===== src/qlu_pkg.sv =====
// ----------------------------------------------------------------------------
// qlu_pkg: shared types and constants of the Q-learning update block
// Table geometry, fixed-point widths, register codes and table/MAC control structs.
// ----------------------------------------------------------------------------
`timescale 1ns / 1ps

package qlu_pkg;

    // table geometry, both counts are powers of two
    localparam int NUM_ACTIONS = 4;
    localparam int NUM_STATES  = 1024;
    localparam int ACT_W       = $clog2(NUM_ACTIONS);
    localparam int STATE_W     = $clog2(NUM_STATES);
    localparam int ADDR_W      = STATE_W + ACT_W;
    localparam int CNT_W       = ACT_W + 1;

    // input fields
    localparam int IDX_W  = 10;
    localparam int WAIT_W = 10;

    // fixed point
    localparam int Q_W      = 32;
    localparam int RATE_W   = 17;
    localparam int FRAC_W   = 16;
    localparam int OP_A_W   = RATE_W + 1;
    localparam int OP_B_W   = Q_W + 2;
    localparam int PROD_W   = OP_A_W + OP_B_W;
    localparam int ACC_W    = PROD_W + 1;

    localparam logic [RATE_W-1:0] ONE_Q16     = 17'h10000;
    localparam logic [RATE_W-1:0] ALPHA_RESET = 17'd6554;
    localparam logic [RATE_W-1:0] GAMMA_RESET = 17'd58982;

    localparam logic signed [Q_W-1:0] Q_MAX = {1'b0, {(Q_W-1){1'b1}}};
    localparam logic signed [Q_W-1:0] Q_MIN = {1'b1, {(Q_W-1){1'b0}}};

    // configuration register indexes
    localparam int CFG_IDX_W = 2;
    localparam logic [CFG_IDX_W-1:0] REG_LEARNING_RATE = 2'd0;
    localparam logic [CFG_IDX_W-1:0] REG_DISCOUNT      = 2'd1;

    typedef struct packed {
        logic                    rd;
        logic [STATE_W-1:0]      rd_state;
        logic [ACT_W-1:0]        rd_action;
        logic                    wr;
        logic [STATE_W-1:0]      wr_state;
        logic [ACT_W-1:0]        wr_action;
        logic signed [Q_W-1:0]   wdata;
    } t_mem_req;

    typedef struct packed {
        logic load;
        logic add;
    } t_mac_ctrl;

    function automatic logic [RATE_W-1:0] clamp_rate(input logic [RATE_W-1:0] r);
        return (r > ONE_Q16) ? ONE_Q16 : r;
    endfunction

endpackage


===== src/qlu_mac.sv =====
// ----------------------------------------------------------------------------
// qlu_mac: shared multiply-accumulate unit
// Registered 18x34 signed product feeding a load/add accumulator.
// ----------------------------------------------------------------------------
`timescale 1ns / 1ps

module qlu_mac (
    input  logic                              i_clk,
    input  qlu_pkg::t_mac_ctrl                i_ctrl,
    input  logic signed [qlu_pkg::OP_A_W-1:0] i_op_a,
    input  logic signed [qlu_pkg::OP_B_W-1:0] i_op_b,
    output logic signed [qlu_pkg::PROD_W-1:0] o_prod,
    output logic signed [qlu_pkg::ACC_W-1:0]  o_acc
);

    logic signed [qlu_pkg::PROD_W-1:0] r_prod;
    logic signed [qlu_pkg::ACC_W-1:0]  r_acc;

    always_ff @(posedge i_clk) begin
        r_prod <= i_op_a * i_op_b;
        if (i_ctrl.load) begin
            r_acc <= qlu_pkg::ACC_W'(r_prod);
        end else if (i_ctrl.add) begin
            r_acc <= r_acc + qlu_pkg::ACC_W'(r_prod);
        end
    end

    assign o_prod = r_prod;
    assign o_acc  = r_acc;

endmodule


===== config.mk =====
export PLATFORM = sky130hd
export DESIGN_NAME = qlu_mac
export DESIGN_NICKNAME = d
export VERILOG_FILES = /design/src/qlu_pkg.sv /design/src/qlu_mac.sv
export SDC_FILE = /design/constraint.sdc
export NUM_CORES = 2
export LEC_CHECK = 0
export ABC_AREA = 0
export BUFFER_PORTS_ARGS = -buffer_cell sky130_fd_sc_hd__buf_2
export CAP_MARGIN = 25
export CORE_ASPECT_RATIO = 0.7
export CORE_MARGIN = 5
export CORE_UTILIZATION = 57
export CTS_CLUSTER_SIZE = 30
export DETAILED_ROUTE_END_ITERATION = 12
export PLACE_DENSITY = 0.75
export SETUP_SLACK_MARGIN = 0.4
export SLEW_MARGIN = 5
export SYNTH_ARGS = -nofsm -noshare
export SYNTH_HDL_FRONTEND = slang
export SYNTH_SLANG_ARGS = --single-unit

===== constraint.sdc =====
create_clock -name i_clk -period 14.45 [get_ports i_clk]
set_input_delay 0.7225 -clock i_clk [delete_from_list [all_inputs] [get_ports i_clk]]
set_output_delay 0.7225 -clock i_clk [all_outputs]
set_load 0.01 [all_outputs]

# Word-level counts from Yosys, hierarchy flattened
# Index checks and enable logic that the tools add are counted.
# word_totals
register_bits	105
inputBits	55
output_inout_bits	105
# op_classes
n_addsub	1
n_mul	1
muxes	2
reduce_logical	1
# op_table
operator	count
$mux W53	2
$add A53 B52 Y53	1
$mul A18 B34 Y52	1
$reduce_bool A2 Y1	1

# Longest topological paths before layout
# depth
word_depth	3
depth_mapped	27

# Worst setup path before layout
# Ideal clock, no wire load.
# synth_timing
kind	input-to-reg
startpoint	in i_op_b[18] (netlist name)
endpoint	reg r_prod (netlist bit o_prod[44])
setup_time_ps	72
arrival_ps	6651
path_slack_ps	7728
stages	25
path_buffers	3
cell_sequence	clkbuf_1 clkbuf_1 nand2_1 fa_1 fa_1 fa_1 inv_1 fa_1 fa_1 inv_1 fa_1 inv_1 ha_1 buf_2 and4_1 nand4_1 nor4b_1 o311ai_1 and2b_1 o31a_1 o21ai_1 a21o_1 nand4_1 o21ai_1 xor2_1
# synth_between
elab_chain_cells	1
# synth_rtl
element	line	source
start, declared	qlu_mac.sv:11	input logic signed [qlu_pkg::OP_B_W-1:0] i_op_b,
$mul A18 B34 Y52	qlu_mac.sv:20	r_prod <= i_op_a * i_op_b;
end signal, assigned	qlu_mac.sv:20	
end, declared	qlu_mac.sv:16	logic signed [qlu_pkg::PROD_W-1:0] r_prod;
# No other way between the ends.
# A chain may end at the register's enable or synchronous reset.

# Final worst setup path
# layout_timing
startpoint	in i_op_a[10] (netlist name)
endpoint	reg r_prod (netlist bit o_prod[48])
# layout_between
elab_chain_cells	1
# layout_rtl
element	line	source
start, declared	qlu_mac.sv:10	input logic signed [qlu_pkg::OP_A_W-1:0] i_op_a,
$mul A18 B34 Y52	qlu_mac.sv:20	
# No other way between the ends.

==> metrics.txt <==
# TYPE chip_impl_metric gauge
chip_impl_info{name="outcome",value="finished clean"} 1
chip_impl_metric{name="antenna_fix_cells",unit=""} 0
chip_impl_metric{name="tritoncts_num_sinks",unit=""} 105
chip_impl_metric{name="avgViaCountPerCell",unit=""} 5.654
chip_impl_metric{name="die_area",unit="µm²"} 51900
chip_impl_metric{name="globalRoute.totalOverflow",unit=""} 0
chip_impl_metric{name="cts_buffer_depth",unit=""} 2
chip_impl_metric{name="holdBufCountCts",unit=""} 0
chip_impl_metric{name="syn-instance-count",unit=""} 3006
chip_impl_metric{name="max_freq",unit="GHz"} 0.1359
chip_impl_metric{name="worst_slew_pin_slew",unit="ns"} 1.044
chip_impl_metric{name="ys_seq_elements",unit=""} 105
chip_impl_metric{name="io_buffers",unit=""} 159
chip_impl_info{name="synthTopCellsByArea",value="sky130_fd_sc_hd__fa_1 43%, sky130_fd_sc_hd__inv_1 9.5%, sky130_fd_sc_hd__ha_1 8.2%"} 1
chip_impl_metric{name="die_w",unit="µm"} 270.2
chip_impl_metric{name="async_flop_share",unit="%"} 0
chip_impl_info{name="min-delay-start",value="o_prod[16]"} 1
chip_impl_metric{name="fp.coreArea",unit="µm²"} 46660
chip_impl_metric{name="first_global_vias",unit=""} 22691
chip_impl_info{name="rr_endpoint",value="o_acc[32]"} 1
chip_impl_metric{name="synth.net_count",unit=""} 3824
chip_impl_metric{name="std_cell_rows",unit=""} 66
chip_impl_metric{name="hold_viol",unit=""} 0
chip_impl_metric{name="crit_fanout",unit=""} 34
chip_impl_metric{name="reg2reg_setup_slack",unit="ns"} 10.40
chip_impl_metric{name="wl",unit="µm"} 72780
chip_impl_metric{name="gp_routability_congestion",unit=""} 0.9558
chip_impl_metric{name="seqCellArea",unit="µm²"} 2633
chip_impl_metric{name="detail_route.drc_violations",unit=""} 0
chip_impl_info{name="slowest_stage",value="sky130_fd_sc_hd__buf_2"} 1
chip_impl_metric{name="setup_viol",unit=""} 0
chip_impl_metric{name="worst-r2r-cell-count",unit=""} 14
chip_impl_metric{name="die_h",unit="µm"} 192.1
chip_impl_metric{name="synth_largest_type_area_fraction",unit="%"} 43.44
chip_impl_metric{name="final_max_slew_viol_count",unit=""} 0
chip_impl_metric{name="syn-cell-area",unit="µm²"} 27010
chip_impl_metric{name="synth-edff-count",unit=""} 53
chip_impl_metric{name="cells_resized_by_post_cts_repair",unit=""} 0
chip_impl_metric{name="drt_iter0_drc",unit=""} 1675
chip_impl_info{name="clk_root_buffer_cell",value="sky130_fd_sc_hd__clkbuf_16"} 1
chip_impl_metric{name="worst-endpoint-required",unit="ns"} 14.74
chip_impl_metric{name="post-route-period-util",unit="%"} 50.91
chip_impl_metric{name="synth.distinct_cells",unit=""} 70
chip_impl_info{name="tritoncts",value="built"} 1
chip_impl_metric{name="dr_total_vias",unit=""} 20693
chip_impl_metric{name="ant_nets",unit=""} 0
chip_impl_info{name="hold_crit_endpoint",value="o_acc[16]"} 1
chip_impl_metric{name="period_minus_slack",unit="ns"} 7.357
chip_impl_metric{name="flow.area_growth_from_synthesis",unit="%"} 5.045
chip_impl_metric{name="final_util",unit="%"} 60.80
chip_impl_metric{name="grt_start_max_net_pins",unit=""} 108
chip_impl_metric{name="synthesis.area_per_instance",unit="µm²"} 8.984
chip_impl_metric{name="dpl.hpwl",unit="µm"} 56130
chip_impl_metric{name="maxCapViolations",unit=""} 0
chip_impl_metric{name="worst_slew_margin_rel",unit="%"} 30.39
chip_impl_info{name="critical_path_class",value="input port to flop"} 1
chip_impl_metric{name="sequential_share_of_the_synthesized_area",unit="%"} 9.748
chip_impl_metric{name="global_route_wire_length_before_repair",unit="µm"} 120100
chip_impl_metric{name="cts_htree_levels",unit=""} 3
chip_impl_metric{name="clk_latency",unit="ns"} 0.36
chip_impl_metric{name="worstPathArrival",unit="ns"} 7.65
chip_impl_metric{name="routed_wire_length_per_instance",unit="µm"} 19.88
chip_impl_metric{name="clkSlewWorstSetupHoldPaths",unit="ns"} 0.07
chip_impl_metric{name="ports_placed_on_the_boundary",unit=""} 160
chip_impl_info{name="critPathLaunchType",value="input port"} 1
chip_impl_info{name="cpMostUsedCell",value="sky130_fd_sc_hd__fa_1"} 1
chip_impl_metric{name="timing.critical_path.slowest_cell_delay",unit="ns"} 0.73
chip_impl_metric{name="start_util",unit="%"} 57.88
chip_impl_metric{name="filler_cell_count",unit=""} 3949
chip_impl_metric{name="post_route_cells_drive_above_1_share",unit="%"} 6.496
chip_impl_metric{name="tns",unit="ns"} 0
chip_impl_metric{name="first_pass_iters",unit=""} 5
chip_impl_metric{name="worst_clock_skew",unit="ns"} 0.008339
chip_impl_metric{name="finalNetCount",unit=""} 3861
chip_impl_metric{name="initial_antenna_violation_count",unit=""} 1
chip_impl_info{name="worstSetupEndpointType",value="flop"} 1
chip_impl_info{name="min_path_type",value="flop to flop"} 1
chip_impl_info{name="synth_largest_area_cell",value="sky130_fd_sc_hd__fa_1"} 1
chip_impl_metric{name="yosys_warnings",unit=""} 0
chip_impl_metric{name="count_of_buffers_added_by_post_cts_timing_repair_for_setup",unit=""} 0
chip_impl_metric{name="grt.total_usage",unit="%"} 29.14
chip_impl_metric{name="multi_input_comb_area",unit="µm²"} 21280
chip_impl_metric{name="cts_buffers",unit=""} 9
chip_impl_info{name="r2r_start",value="o_prod[0]"} 1
chip_impl_metric{name="min_path_cells",unit=""} 2
chip_impl_info{name="ys_dominant_reg_cell",value="sky130_fd_sc_hd__edfxtp_1"} 1
chip_impl_info{name="setup_repair_after_global_routing_missed_its_margin",value="no"} 1
## registers in the layout (all words and copies together), names as in the netlist
register,count
o_acc,53
o_prod,52
## how the worst max path moves through the flow
stage                      end  startpoint
global placement    o_prod[51]  i_op_a[17]
detailed placement  o_prod[48]  i_op_a[10]
global route        o_prod[48]   i_op_a[3]
floorplan           o_prod[44]  i_op_b[18]
finish              o_prod[48]  i_op_a[10]
CTS                 o_prod[48]  i_op_a[10]
## stage by stage
| stage | worst slack, ns | hold slack, ns | instance area, µm² | instances |
|---|---|---|---|---|
| after global placement | 6.949 | 0.5677 | 28050 | 3643 |
| after detailed placement | 6.840 | 0.5597 | 28080 | 3644 |
| after CTS | 7.182 | 0.5769 | 28370 | 3660 |
| final | 7.093 | 0.5688 | 28370 | 3660 |
| after floorplan | 7.728 | 0.5990 | 27010 | 3006 |
| after global routing | 6.803 | 0.6170 | 28370 | 3660 |
## layout make-up
type	count	share of cell area, %
multi-input combinational	2082	75.02
clock inverter	6	0.1323
tap	612	2.699
timing repair buffer	162	2.955
sequential	105	9.279
inverter	683	9.037
clock buffer	10	0.8821
## synthesized netlist by cell type (4+ instances only)
master                       n
sky130_fd_sc_hd__o21ai_1    10
sky130_fd_sc_hd__ha_1      177
sky130_fd_sc_hd__xor2_1     35
sky130_fd_sc_hd__nand4_1    15
sky130_fd_sc_hd__nor3_1      6
sky130_fd_sc_hd__a21boi_0    5
sky130_fd_sc_hd__edfxtp_1   53
sky130_fd_sc_hd__a211o_1     4
sky130_fd_sc_hd__nor4_1      4
sky130_fd_sc_hd__mux2_2      4
sky130_fd_sc_hd__nand2b_1   19
sky130_fd_sc_hd__o31ai_1     4
sky130_fd_sc_hd__a21o_1     65
sky130_fd_sc_hd__nand3_1    17
sky130_fd_sc_hd__clkbuf_1  131
sky130_fd_sc_hd__nand2_1   439
sky130_fd_sc_hd__inv_1     683
sky130_fd_sc_hd__nor2b_1    11
sky130_fd_sc_hd__a21oi_1    85
sky130_fd_sc_hd__a211oi_1   10
sky130_fd_sc_hd__o21ai_0    92
sky130_fd_sc_hd__fa_1      586
sky130_fd_sc_hd__dfxtp_1    52
sky130_fd_sc_hd__o21bai_1   11
sky130_fd_sc_hd__nor2_1     70
sky130_fd_sc_hd__and3_1     10
sky130_fd_sc_hd__a31oi_1    18
sky130_fd_sc_hd__and2_1    249
sky130_fd_sc_hd__xnor2_1    60
sky130_fd_sc_hd__o21a_1     17
## cells in the final DEF, fill, tap and decap left out, types with 15 or more instances in the layout
master	n
sky130_fd_sc_hd__a21oi_1	85
sky130_fd_sc_hd__buf_2	159
sky130_fd_sc_hd__nand2b_1	19
sky130_fd_sc_hd__nand3_1	17
sky130_fd_sc_hd__and2_1	249
sky130_fd_sc_hd__xnor2_1	60
sky130_fd_sc_hd__nand2_1	439
sky130_fd_sc_hd__ha_1	177
sky130_fd_sc_hd__xor2_1	35
sky130_fd_sc_hd__fa_1	586
sky130_fd_sc_hd__nand4_1	15
sky130_fd_sc_hd__a21o_1	65
sky130_fd_sc_hd__dfxtp_1	52
sky130_fd_sc_hd__inv_1	683
sky130_fd_sc_hd__edfxtp_1	53
sky130_fd_sc_hd__a31oi_1	18
sky130_fd_sc_hd__nor2_1	70
sky130_fd_sc_hd__o21ai_0	92
sky130_fd_sc_hd__o21a_1	17
## routing by layer
layer  track usage (%)  part of all wire (%)
met5                 0                0.0096
met4             7.382                   2.8
met3             6.893                    10
met2             48.12                    46
met1             39.40                    41
## critical path, delay by kind of cell
| family | cells | cell delay (ns) |
|---|---|---|
| adder cells (fa/ha/maj) | 7 | 3.38 |
| buffers and inverters | 6 | 0.98 |
| AND/OR/NAND/NOR | 6 | 1.39 |
| XOR/XNOR | 1 | 0.13 |
| AO/OA/AOI/OAI | 5 | 1.01 |
## cell families after synthesis
logic type	after synthesis	synth area share (%)
buf+inv	819	11.45
mux	7	0.2780
fa+ha+maj	763	51.64
flops	105	9.748
xor+xnor	95	3.081
compound gates	361	8.724
simple gates	856	15.08
Power is left out: the tool's default activity adds up to more than one toggle a clock period on the data nets, which glitch-free logic cannot reach.
